## src/design/bnf_pkg.sv

```systemverilog
// ----------------------------------------------------------------------------
// bnf_pkg: shared types and constants of the biquad notch filter
// Sample, coefficient and accumulator widths, the register map and the
// per-channel history record.
// ----------------------------------------------------------------------------
`default_nettype none

package bnf_pkg;

  // channel count and coefficient scaling
  localparam int CHANNELS       = 2;
  localparam int COEF_FRAC_BITS = 16;

  // fixed field widths
  localparam int SAMPLE_W = 16;
  localparam int COEF_W   = 18;
  localparam int CHBIT_W  = 1;
  localparam int PROD_W   = COEF_W + SAMPLE_W;

  // history index width, at least one bit
  localparam int CH_IDX_W = (CHANNELS > 1) ? $clog2(CHANNELS) : 1;

  // accumulator wide enough for five products and for the sat compare
  localparam int ACC_W_SUM = PROD_W + 3;
  localparam int ACC_W_SAT = COEF_FRAC_BITS + SAMPLE_W + 1;
  localparam int ACC_W     = (ACC_W_SUM > ACC_W_SAT) ? ACC_W_SUM : ACC_W_SAT;
  localparam int QUO_W     = ACC_W - COEF_FRAC_BITS;

  localparam logic signed [ACC_W-1:0] ROUND_HALF = ACC_W'(1) << (COEF_FRAC_BITS - 1);
  localparam logic signed [QUO_W-1:0] SAMPLE_MAX = QUO_W'(32767);
  localparam logic signed [QUO_W-1:0] SAMPLE_MIN = QUO_W'(-32768);

  // register map
  localparam int REG_IDX_W = 3;
  typedef enum logic [REG_IDX_W-1:0] {
    REG_FF_NOW      = 3'd0,
    REG_FF_ONE_BACK = 3'd1,
    REG_FF_TWO_BACK = 3'd2,
    REG_FB_ONE_BACK = 3'd3,
    REG_FB_TWO_BACK = 3'd4
  } reg_idx_t;

  localparam logic signed [COEF_W-1:0] FF_NOW_RESET = 18'sh10000;

  typedef logic signed [SAMPLE_W-1:0] sample_t;
  typedef logic signed [COEF_W-1:0]   coef_t;
  typedef logic [CH_IDX_W-1:0]        ch_idx_t;

  typedef struct packed {
    coef_t ff_now;
    coef_t ff_one_back;
    coef_t ff_two_back;
    coef_t fb_one_back;
    coef_t fb_two_back;
  } coef_set_t;

  // one channel's history: last two inputs and last two outputs
  typedef struct packed {
    sample_t x1;
    sample_t x2;
    sample_t y1;
    sample_t y2;
  } hist_t;

  // history memory access request
  typedef struct packed {
    logic    rd_en;
    ch_idx_t rd_addr;
    logic    wr_en;
    ch_idx_t wr_addr;
  } mem_req_t;

  // channel tag to history slot, clamped to the last channel
  function automatic ch_idx_t chan_index(input logic [CHBIT_W-1:0] ch);
    ch_idx_t idx;
    if (int'(ch) >= CHANNELS) begin
      idx = CH_IDX_W'(CHANNELS - 1);
    end else begin
      idx = CH_IDX_W'(ch);
    end
    return idx;
  endfunction

endpackage

`default_nettype wire

```

## src/design/bnf_ifaces.sv

```systemverilog
// ----------------------------------------------------------------------------
// bnf channel interfaces
// Valid/ready channels for input samples and filtered results.
// ----------------------------------------------------------------------------
`default_nettype none

// input sample channel
interface bnf_sample_if;
  logic                             valid;
  logic                             ready;
  logic [bnf_pkg::CHBIT_W-1:0]      channel;
  logic signed [bnf_pkg::SAMPLE_W-1:0] sample_in;

  modport source (output valid, output channel, output sample_in, input ready);
  modport sink   (input valid, input channel, input sample_in, output ready);
endinterface

// filtered result channel
interface bnf_result_if;
  logic                             valid;
  logic                             ready;
  logic signed [bnf_pkg::SAMPLE_W-1:0] sample_out;
  logic [bnf_pkg::CHBIT_W-1:0]      out_channel;

  modport source (output valid, output sample_out, output out_channel, input ready);
  modport sink   (input valid, input sample_out, input out_channel, output ready);
endinterface

`default_nettype wire

```

## src/design/bnf_hist_mem.sv

```systemverilog
// ----------------------------------------------------------------------------
// bnf_hist_mem: per-channel history memory
// One write port and one registered read port; entries read as zero until
// first written after reset.
// ----------------------------------------------------------------------------
`default_nettype none

module bnf_hist_mem (
  input  wire logic              clk,
  input  wire logic              rst_n,
  input  wire bnf_pkg::mem_req_t req,
  input  wire bnf_pkg::hist_t    wr_data,
  output bnf_pkg::hist_t         rd_data
);

  bnf_pkg::hist_t          mem [bnf_pkg::CHANNELS];
  logic [bnf_pkg::CHANNELS-1:0] vld_r;
  bnf_pkg::hist_t          rd_q_r;
  logic                    rd_vld_r;

  // storage write
  always_ff @(posedge clk) begin
    if (req.wr_en) begin
      mem[req.wr_addr] <= wr_data;
    end
  end

  // entry valid bits, cleared by reset
  always_ff @(posedge clk) begin
    if (!rst_n) begin
      vld_r <= '0;
    end else if (req.wr_en) begin
      vld_r[req.wr_addr] <= 1'b1;
    end
  end

  // registered read, old data on a same-edge write
  always_ff @(posedge clk) begin
    if (req.rd_en) begin
      rd_q_r   <= mem[req.rd_addr];
      rd_vld_r <= vld_r[req.rd_addr];
    end
  end

  assign rd_data = rd_vld_r ? rd_q_r : '0;

endmodule

`default_nettype wire

```

## src/design/bnf_mac.sv

```systemverilog
// ----------------------------------------------------------------------------
// bnf_mac: biquad multiply and accumulate
// Five registered products, then sum, round half up, shift and saturate.
// ----------------------------------------------------------------------------
`default_nettype none

module bnf_mac (
  input  wire logic               clk,
  input  wire logic               en,
  input  wire bnf_pkg::coef_set_t coef,
  input  wire bnf_pkg::sample_t   x,
  input  wire bnf_pkg::hist_t     hist,
  output bnf_pkg::sample_t        y
);

  logic signed [bnf_pkg::PROD_W-1:0] prod_r [5];
  logic signed [bnf_pkg::PROD_W-1:0] prod_nxt [5];
  logic signed [bnf_pkg::ACC_W-1:0]  acc;
  logic signed [bnf_pkg::ACC_W-1:0]  acc_rnd;
  logic signed [bnf_pkg::QUO_W-1:0]  quo;

  // products
  always_comb begin
    prod_nxt[0] = coef.ff_now      * x;
    prod_nxt[1] = coef.ff_one_back * hist.x1;
    prod_nxt[2] = coef.ff_two_back * hist.x2;
    prod_nxt[3] = coef.fb_one_back * hist.y1;
    prod_nxt[4] = coef.fb_two_back * hist.y2;
  end

  always_ff @(posedge clk) begin
    if (en) begin
      prod_r <= prod_nxt;
    end
  end

  // full-width sum, round half up, floor shift
  always_comb begin
    acc = bnf_pkg::ACC_W'(prod_r[0]) + bnf_pkg::ACC_W'(prod_r[1])
        + bnf_pkg::ACC_W'(prod_r[2]) - bnf_pkg::ACC_W'(prod_r[3])
        - bnf_pkg::ACC_W'(prod_r[4]);
    acc_rnd = acc + bnf_pkg::ROUND_HALF;
    quo     = acc_rnd[bnf_pkg::ACC_W-1:bnf_pkg::COEF_FRAC_BITS];
  end

  // saturate to the sample range
  always_comb begin
    priority if (quo > bnf_pkg::SAMPLE_MAX) begin
      y = bnf_pkg::SAMPLE_MAX[bnf_pkg::SAMPLE_W-1:0];
    end else if (quo < bnf_pkg::SAMPLE_MIN) begin
      y = bnf_pkg::SAMPLE_MIN[bnf_pkg::SAMPLE_W-1:0];
    end else begin
      y = quo[bnf_pkg::SAMPLE_W-1:0];
    end
  end

endmodule

`default_nettype wire

```

## src/design/biquad_notch_filter_unit.sv

```systemverilog
// ----------------------------------------------------------------------------
// biquad_notch_filter_unit: multi-channel direct form I biquad
// Filters tagged 16-bit samples with per-channel history in a small memory.
// ----------------------------------------------------------------------------
// Each transfer on in_ch yields one transfer on out_ch, in order. The result
// passes the history read register, the product registers and the output
// register, fed by sum/saturate. Samples of different channels are taken
// one per cycle while out_ch does not stall; a sample of the same channel as
// the one just taken waits until that one leaves the read stage, because of
// the feedback loop (history read, multiply stage, sum/saturate and history
// write-back). A stalled out_ch holds the whole pipeline. The history memory
// reads as zero after reset, so no clearing pass is needed. Coefficients are
// written via cfg_* while the filter is idle, which only the user ensures.
`default_nettype none

module biquad_notch_filter_unit (
  input  wire logic                             clk,
  input  wire logic                             rst_n,
  bnf_sample_if.sink                            in_ch,
  bnf_result_if.source                          out_ch,
  input  wire logic                             cfg_we,
  input  wire logic [bnf_pkg::REG_IDX_W-1:0]    cfg_index,
  input  wire logic [bnf_pkg::COEF_W-1:0]       cfg_wdata
);

  bnf_pkg::coef_set_t coef_r;

  // pipeline control
  logic              adv;
  logic              in_xfer;
  bnf_pkg::ch_idx_t  in_idx;

  // read stage
  logic                        s1_valid_r;
  bnf_pkg::ch_idx_t            s1_ch_r;
  logic [bnf_pkg::CHBIT_W-1:0] s1_chbit_r;
  bnf_pkg::sample_t            s1_x_r;
  bnf_pkg::hist_t              s1_hist;

  // multiply stage
  logic                        s2_valid_r;
  bnf_pkg::ch_idx_t            s2_ch_r;
  logic [bnf_pkg::CHBIT_W-1:0] s2_chbit_r;
  bnf_pkg::hist_t              s2_hist_r;
  bnf_pkg::sample_t            s2_y;

  // write-back forwarding
  logic              wb_valid_r;
  bnf_pkg::ch_idx_t  wb_ch_r;
  bnf_pkg::hist_t    wb_data_r;

  // memory access
  bnf_pkg::mem_req_t mem_req;
  bnf_pkg::hist_t    mem_wr_data;
  bnf_pkg::hist_t    mem_rd_data;

  // output register
  logic                        out_valid_r;
  bnf_pkg::sample_t            out_sample_r;
  logic [bnf_pkg::CHBIT_W-1:0] out_chbit_r;

  // coefficient registers
  always_ff @(posedge clk) begin
    if (!rst_n) begin
      coef_r.ff_now      <= bnf_pkg::FF_NOW_RESET;
      coef_r.ff_one_back <= '0;
      coef_r.ff_two_back <= '0;
      coef_r.fb_one_back <= '0;
      coef_r.fb_two_back <= '0;
    end else if (cfg_we) begin
      unique case (cfg_index)
        bnf_pkg::REG_FF_NOW:      coef_r.ff_now      <= cfg_wdata;
        bnf_pkg::REG_FF_ONE_BACK: coef_r.ff_one_back <= cfg_wdata;
        bnf_pkg::REG_FF_TWO_BACK: coef_r.ff_two_back <= cfg_wdata;
        bnf_pkg::REG_FB_ONE_BACK: coef_r.fb_one_back <= cfg_wdata;
        bnf_pkg::REG_FB_TWO_BACK: coef_r.fb_two_back <= cfg_wdata;
        default: ;
      endcase
    end
  end

  // advance when the output register is free; hold off a same-channel
  // sample while its predecessor is still in the read stage
  assign adv         = !out_valid_r || out_ch.ready;
  assign in_idx      = bnf_pkg::chan_index(in_ch.channel);
  assign in_ch.ready = adv && !(s1_valid_r && (s1_ch_r == in_idx));
  assign in_xfer     = in_ch.valid && in_ch.ready;

  // history memory requests
  always_comb begin
    mem_req.rd_en   = in_xfer;
    mem_req.rd_addr = in_idx;
    mem_req.wr_en   = adv && s2_valid_r;
    mem_req.wr_addr = s2_ch_r;
    mem_wr_data     = '{x1: s2_hist_r.x1, x2: s2_hist_r.x2, y1: s2_y, y2: s2_hist_r.y2};
  end

  bnf_hist_mem u_hist_mem (
    .clk     (clk),
    .rst_n   (rst_n),
    .req     (mem_req),
    .wr_data (mem_wr_data),
    .rd_data (mem_rd_data)
  );

  // read stage: take the last write when it hit this channel
  always_ff @(posedge clk) begin
    if (!rst_n) begin
      s1_valid_r <= 1'b0;
    end else if (adv) begin
      s1_valid_r <= in_xfer;
    end
  end

  always_ff @(posedge clk) begin
    if (in_xfer) begin
      s1_ch_r    <= in_idx;
      s1_chbit_r <= in_ch.channel;
      s1_x_r     <= in_ch.sample_in;
    end
  end

  assign s1_hist = (wb_valid_r && (wb_ch_r == s1_ch_r)) ? wb_data_r : mem_rd_data;

  // multiply stage
  bnf_mac u_mac (
    .clk  (clk),
    .en   (adv && s1_valid_r),
    .coef (coef_r),
    .x    (s1_x_r),
    .hist (s1_hist),
    .y    (s2_y)
  );

  always_ff @(posedge clk) begin
    if (!rst_n) begin
      s2_valid_r <= 1'b0;
    end else if (adv) begin
      s2_valid_r <= s1_valid_r;
    end
  end

  always_ff @(posedge clk) begin
    if (adv && s1_valid_r) begin
      s2_ch_r      <= s1_ch_r;
      s2_chbit_r   <= s1_chbit_r;
      s2_hist_r.x1 <= s1_x_r;
      s2_hist_r.x2 <= s1_hist.x1;
      s2_hist_r.y1 <= s1_hist.y1;
      s2_hist_r.y2 <= s1_hist.y1;
    end
  end

  // last history write, for a read that overlapped it
  always_ff @(posedge clk) begin
    if (!rst_n) begin
      wb_valid_r <= 1'b0;
    end else if (mem_req.wr_en) begin
      wb_valid_r <= 1'b1;
    end
  end

  always_ff @(posedge clk) begin
    if (mem_req.wr_en) begin
      wb_ch_r   <= s2_ch_r;
      wb_data_r <= mem_wr_data;
    end
  end

  // output register
  always_ff @(posedge clk) begin
    if (!rst_n) begin
      out_valid_r <= 1'b0;
    end else if (adv) begin
      out_valid_r <= s2_valid_r;
    end
  end

  always_ff @(posedge clk) begin
    if (adv && s2_valid_r) begin
      out_sample_r <= s2_y;
      out_chbit_r  <= s2_chbit_r;
    end
  end

  assign out_ch.valid       = out_valid_r;
  assign out_ch.sample_out  = out_sample_r;
  assign out_ch.out_channel = out_chbit_r;

`ifndef NO_ASSERTIONS
  // a sample never enters while one of its own channel is in the read stage
  a_no_same_ch_follow: assert property (@(posedge clk) disable iff (!rst_n)
    in_xfer |-> !(s1_valid_r && (s1_ch_r == in_idx)))
    else $error("same-channel sample accepted behind read stage");

  // asserts that the read and multiply stages never hold the same channel
  a_stage_ch_differ: assert property (@(posedge clk) disable iff (!rst_n)
    (s1_valid_r && s2_valid_r) |-> (s1_ch_r != s2_ch_r))
    else $error("read and multiply stages hold the same channel");

  // a history write-back always delivers a result next cycle
  a_wb_gives_result: assert property (@(posedge clk) disable iff (!rst_n)
    mem_req.wr_en |=> (out_valid_r && (wb_ch_r == $past(s2_ch_r))))
    else $error("write-back without a result");
`endif

endmodule

`default_nettype wire
```

## src/flat_wrapper.sv

```systemverilog
// flat-port wrapper written by rule: the top's interface ports become plain ports
module biquad_notch_filter_unit_flat 
  (clk, rst_n, cfg_we, cfg_index, cfg_wdata, in_ch_valid, in_ch_channel, in_ch_sample_in, in_ch_ready, out_ch_valid, out_ch_sample_out, out_ch_out_channel, out_ch_ready);
  bnf_sample_if in_ch_i ();
  bnf_result_if out_ch_i ();
  input  wire logic clk;
  input  wire logic rst_n;
  input  wire logic cfg_we;
  input  wire logic [bnf_pkg::REG_IDX_W-1:0] cfg_index;
  input  wire logic [bnf_pkg::COEF_W-1:0] cfg_wdata;
  input wire logic [$bits(in_ch_i.valid)-1:0] in_ch_valid;
  input wire logic [$bits(in_ch_i.channel)-1:0] in_ch_channel;
  input wire logic [$bits(in_ch_i.sample_in)-1:0] in_ch_sample_in;
  output wire logic [$bits(in_ch_i.ready)-1:0] in_ch_ready;
  output wire logic [$bits(out_ch_i.valid)-1:0] out_ch_valid;
  output wire logic [$bits(out_ch_i.sample_out)-1:0] out_ch_sample_out;
  output wire logic [$bits(out_ch_i.out_channel)-1:0] out_ch_out_channel;
  input wire logic [$bits(out_ch_i.ready)-1:0] out_ch_ready;
  assign in_ch_i.valid = in_ch_valid;
  assign in_ch_i.channel = in_ch_channel;
  assign in_ch_i.sample_in = in_ch_sample_in;
  assign in_ch_ready = in_ch_i.ready;
  assign out_ch_valid = out_ch_i.valid;
  assign out_ch_sample_out = out_ch_i.sample_out;
  assign out_ch_out_channel = out_ch_i.out_channel;
  assign out_ch_i.ready = out_ch_ready;
  biquad_notch_filter_unit u_core (.clk(clk), .rst_n(rst_n), .in_ch(in_ch_i), .out_ch(out_ch_i), .cfg_we(cfg_we), .cfg_index(cfg_index), .cfg_wdata(cfg_wdata));
endmodule
```

## config.mk

```make
export PLATFORM = sky130hd
export DESIGN_NAME = biquad_notch_filter_unit_flat
export DESIGN_NICKNAME = d
export VERILOG_FILES = /design/src/design/bnf_pkg.sv /design/src/design/bnf_ifaces.sv /design/src/design/bnf_hist_mem.sv /design/src/design/bnf_mac.sv /design/src/design/biquad_notch_filter_unit.sv /design/src/flat_wrapper.sv
export SDC_FILE = /design/constraint.sdc
export NUM_CORES = 2
export LEC_CHECK = 0
export BUFFER_PORTS_ARGS = -buffer_cell sky130_fd_sc_hd__buf_4
export CAP_MARGIN = 20
export CORE_MARGIN = 2
export CORE_UTILIZATION = 35
export CTS_CLUSTER_DIAMETER = 40
export DETAILED_ROUTE_END_ITERATION = 10
export HOLD_SLACK_MARGIN = 0.02
export SKIP_CTS_REPAIR_TIMING = 1
export SLEW_MARGIN = 20
export SYNTH_ARGS = -nofsm -noshare
export SYNTH_HDL_FRONTEND = slang
export SYNTH_HIERARCHICAL = 1
export SYNTH_SLANG_ARGS = --single-unit
```

## constraint.sdc

```tcl
create_clock -name clk -period 16.4 [get_ports clk]
set_clock_uncertainty 0.2 [all_clocks]
set_input_delay 3.28 -clock clk [delete_from_list [all_inputs] [get_ports clk]]
set_output_delay 3.28 -clock clk [all_outputs]
set_load 0.005 [all_outputs]
```

== After elaboration in Yosys (flattened, before gate mapping) ==
Memories as Yosys holds them, arrays and structs flattened. A register that Yosys moved wholly into a read port is not among the register bits.
Cells that the tools add are included.

* Word-level logic and storage cells: 76
* Memory bits (writable): 128
* Memories kept: 1
* Bits of input ports: 43
* Flip-flop bits (word level): 398

{| class="wikitable"
|+ Memories
! name !! words !! width !! rd ports !! clocked after Yosys merged registers in !! wr ports !! line !! source
|-
| u_core.u_hist_mem.mem || 2 || 64 || 1 || 1 || 1 || bnf_hist_mem.sv:16 || <nowiki>bnf_pkg::hist_t mem [bnf_pkg::CHANNELS];</nowiki>
|}

* Eq/ne operators: 6
* Multiplexer cells: 10
* $mul: 5
* Reduce and logical (&&, ||, !) cells: 16
* $add $sub $neg: 5
* Magnitude comparators: 5
* Bitwise operators: 1

{| class="wikitable"
|+ Operators with widths
! cell !! number
|-
| 18-bit by 16-bit multiplier with 34-bit output || 5
|-
| 64-bit two-way mux || 2
|-
| 37-bit by 17-bit adder with 37-bit output (second input constant) || 1
|-
| 36-bit by 34-bit subtractor with 37-bit output || 1
|-
| 37-bit by 34-bit subtractor with 37-bit output || 1
|-
| 35-bit by 34-bit adder with 36-bit output || 1
|-
| 34-bit by 34-bit adder with 35-bit output || 1
|-
| 16-bit two-way mux || 2
|-
| 21-bit by 16-bit greater-than comparator with 1-bit output (second input constant) || 1
|-
| 21-bit by 16-bit less-than comparator with 1-bit output (second input constant) || 1
|-
| 2-bit AND reduction || 5
|-
| 1-bit logical AND || 7
|-
| 3-bit by 2-bit equality test with 1-bit output (second input constant) || 2
|-
| 1-bit two-way mux || 5
|-
| 1-bit by 2-bit less-than comparator with 1-bit output (second input constant) || 2
|-
| 3-bit by 1-bit equality test with 1-bit output (second input constant) || 1
|-
| 3-bit equality test (second input constant) || 1
|-
| 3-bit zero test || 1
|-
| 1-bit equality test || 2
|-
| 1-bit zero test || 2
|-
| 2-bit OR || 1
|-
| 1-bit demux with 1-bit select || 1
|-
| 1-bit >= comparator (second input constant) || 1
|-
| 1-bit logical OR || 1
|}

== Logic depth before layout (Yosys ltp) ==
* Word-level depth: 8
* Gate-level depth with buffers: 30
* Gate-level depth less buffers: 27

== Cells and area by module ==
The synthesis kept the hierarchy.

{| class="wikitable"
|+ Modules (own cells, without submodules)
! module !! sequential area each (µm²) !! cells an instance !! area each (µm²) !! instances
|-
| bnf_mac || 5104.9 || 6633 || 62942.9 || 1
|-
| biquad_notch_filter_unit || 5815.6 || 621 || 8175.3 || 1
|-
| bnf_hist_mem || 5835.6 || 341 || 7278.2 || 1
|}

== Worst setup path after synthesis ==
OpenSTA, ideal clock, no wires.

* Kind: input to register
* Start point: in out_ch_ready
* End point: mem u_core/u_hist_mem/mem[0][0] in the netlist's numbering (enable)
* Required time: 15.705 ns
* Data arrival time: 8.024 ns
* Path slack: 7.680 ns
* Stages: 3
* Path buffers: 0
* Cells stage by stage: nand2b_1 -> and2_1 -> nor2b_1

{| class="wikitable"
|+ RTL lines
! what !! line !! source
|-
| start: declaration || flat_wrapper.sv:18 || <nowiki>input wire logic [$bits(out_ch_i.ready)-1:0] out_ch_ready;</nowiki>
|-
| end: declaration || bnf_hist_mem.sv:16 ||
|}

==> flow_summary.ini <==
[outcome]
status = finished clean

[global_route]
grt_max_degree = 103
antenna_found_initial = 9
overflow = 0
grt_pass1_vias = 56443
grt_pass1_wl_um = 327000
track_usage_pct = 18.5

[power]
power_density_nw_per_um2 = 81.0
leakagePower_nw = 40.1
peakVddDrop_uv = 157
power_mw = 6.88

[final_layout]
fin_nets = 9594
fill_cells = 21936
drive_gt1_share_pct = 5.37
area_growth_syn_to_layout_pct = 8.29
regArea_sq_um = 16800
final-instance-count-excl-fill = 10561
multi_input_area_sq_um = 53700
utilization_pct = 38.2

[setup_path]
crit_top_cell = fa_1
arrival_ps = 9330
worst_setup_path_start_kind = flop
path_max_fanout = 34
critical_path_class = flop to flop
cpMaxStageDelayCell = buf_4
cp.required_ps = 16660
cp-end-kind = flop
slowest_delay_ps = 630

[place]
placed_cells = 10380
dp_hpwl_um = 163000
gp_congestion = 0.888
port-buffer-count = 61

[cts]
clk_path_buf_depth = 3
path_clk_slew_ps = 60
cts_made_buffers = 93
cts.sinks = 590
tritoncts = built
cts.htree.levels = 3
clkLatencyLatePin_ps = 730
cts_root_buf = clkbuf_16

[synthesis]
synth.area.top_cells = fa_1, edfxtp_1, inv_1, ha_1, nand2_1
synth.mux.area_fraction_pct = 2.13
yosys.area.top_type = fa_1
netlist_area_sq_um = 78400
synthXorXnorAreaFrac_pct = 2.30
synthAdderAreaFrac_pct = 47.6
synth_most_common_cell = inv_1
yosys-top-cells-count = inv_1, fa_1, nand2_1
synthFlopType = edfxtp_1
synth_warnings = 6
synth.top_cell.area_share_pct = 39.6
syn-num-nets = 9688
synth_compound_area_share_pct = 4.14
synth_top_family_by_area = adder cells
syn_area_per_cell_sq_um = 10.3
ys_seq_area_share_pct = 21.4
netlist_instances = 7595
synth-seq-cells = 590
synth_edf_count = 494
async_reset_ff_share_pct = 0
ys_types = 78
synth_simple_gate_area_share_pct = 12.3

[sta]
slew_headroom_pct = 25.9
drv_slew = 0
fin_tns_setup_ps = 0
min_period_ps = 9070
holdWs_ps = 241
grt_setup_unrepaired = no
finalCritPeriodShare_pct = 55.3
fmax_mhz = 110
hold_viol = 0
max_slew.worst_pin.slew_ps = 1110
setup_viol = 0

[drt]
firstDrtPassIters = 6
drc_errors = 0
via_count = 50822
post_drt_wl_per_cell_um = 19.4
ant_nets = 0
drt-total-wl_um = 205000
viasPerCell = 4.81
drt_iter0_drc = 3320

[floorplan]
die_width_um = 477
initial_utilization_pct = 35.2
fp-row-count = 173
die-area_sq_um = 228000
io_pins = 62
die_y_um = 477
core_region_area_sq_um = 223000

[flow_run]
drv_cap = 0

[worst_hold_path]
hold_path_class = flop to flop
==> flip-flops by register name (all words and copies together) (netlist names) <==
signal,count
u_core/u_hist_mem/rd_vld_r,1
u_core/wb_ch_r,1
u_core/u_hist_mem/rd_q_r,64
u_core/s1_chbit_r,1
u_core/s1_x_r,16
u_core/out_ch.sample_out,16
u_core/u_hist_mem/mem,128
u_core/mem_wr_data,48
u_core/u_mac/prod_r,170
u_core/wb_valid_r,1
u_core/s2_valid_r,1
u_core/wb_data_r,48
u_core/u_hist_mem/vld_r,2
u_core/s1_valid_r,1
u_core/out_ch.valid,1
u_core/s2_chbit_r,1
u_core/coef_r,90
==> power by group <==
group | leakage, nW | internal, mW | switching, mW
sequential | 5.42 | 1.96 | 0.133
combinational | 33.1 | 1.00 | 1.76
clock | 1.58 | 1.19 | 0.836
==> metal layers <==
layer / GRT usage [%] / up-vias / share of wire [%]
li1: - / 22667 / -
met1: 24.3 / 26628 / 42
met2: 31.7 / 1290 / 50
met3: 2.45 / 235 / 5.0
met4: 5.35 / 2 / 2.9
met5: 0 / - / 0.0063
==> worst paths after layout <==
kind | slack (ps) | depth (start not counted) | endpoint | startpoint
max reg2reg | 7330 | 26 | u_core/u_mac/prod_r[31] | u_core/s1_chbit_r
min reg2reg | 240 | 0 | u_core/u_hist_mem/mem[0][42] | u_core/mem_wr_data[42]
min | 240 | 0 | u_core/u_hist_mem/mem[0][42] | u_core/mem_wr_data[42]
max | 7330 | 26 | u_core/u_mac/prod_r[31] | u_core/s1_chbit_r
==> logic make-up after synthesis <==
family,after synthesis
AO/OA/AOI/OAI,523
multiplexers,132
AND/OR/NAND/NOR,2004
XOR/XNOR,206
adder cells (fa/ha/maj),2050
flip-flops,590
buffers and inverters,2090
==> layout make-up <==
class / instances / area share, %
Antenna cell: 5 / 0.0147
Clock buffer: 105 / 2.88
Clock inverter: 70 / 0.986
Inverter: 1815 / 8.03
Multi-Input combinational cell: 4915 / 63.2
Sequential cell: 590 / 19.7
Tap cell: 2975 / 4.38
Timing Repair Buffer: 86 / 0.765
==> worst max-delay path, delay by kind of cell, from the launching register on <==
| kind | cells | cell delay (ps) |
|---|---|---|
| fa+ha+maj | 7 | 3440 |
| simple gates | 7 | 1700 |
| compound gates | 3 | 1150 |
| buf+inv | 6 | 880 |
| mux | 1 | 610 |
| flops | 1 | 430 |
| xor+xnor | 2 | 340 |
==> placed cells by master (no fill, tap or decap), types with 7 or more instances in the layout <==
cell,n
nor3_1,26
clkinv_2,8
nor2b_1,21
and2_1,601
or3_1,12
a31oi_1,11
o21a_1,24
mux2_4,50
nand2_1,1011
nand2b_1,54
nor2_1,141
a311oi_1,7
xor2_1,47
o211ai_1,9
o21ai_0,114
dfxtp_1,96
edfxtp_1,494
mux2_2,79
ha_1,498
fa_1,1552
and3_1,12
nand3_1,74
inv_6,14
a211oi_1,16
o21bai_1,15
inv_1,1813
clkinv_4,12
inv_8,13
xnor2_1,159
a21oi_1,197
clkbuf_1,7
a211o_1,7
clkbuf_16,95
buf_4,85
nand4_1,11
a21o_1,73
==> stage by stage <==
stage          setup slack (ps)  instance area (sq um)
6_report                   7330                  84900
5_1_grt                    6950                  84900
4_1_cts                    7420                  84900
3_5_place_dp               7480                  81600
3_3_place_gp               7480                  81600
2_1_floorplan              7680                  78400
No activity file was read; power rests on OpenSTA's default activity.
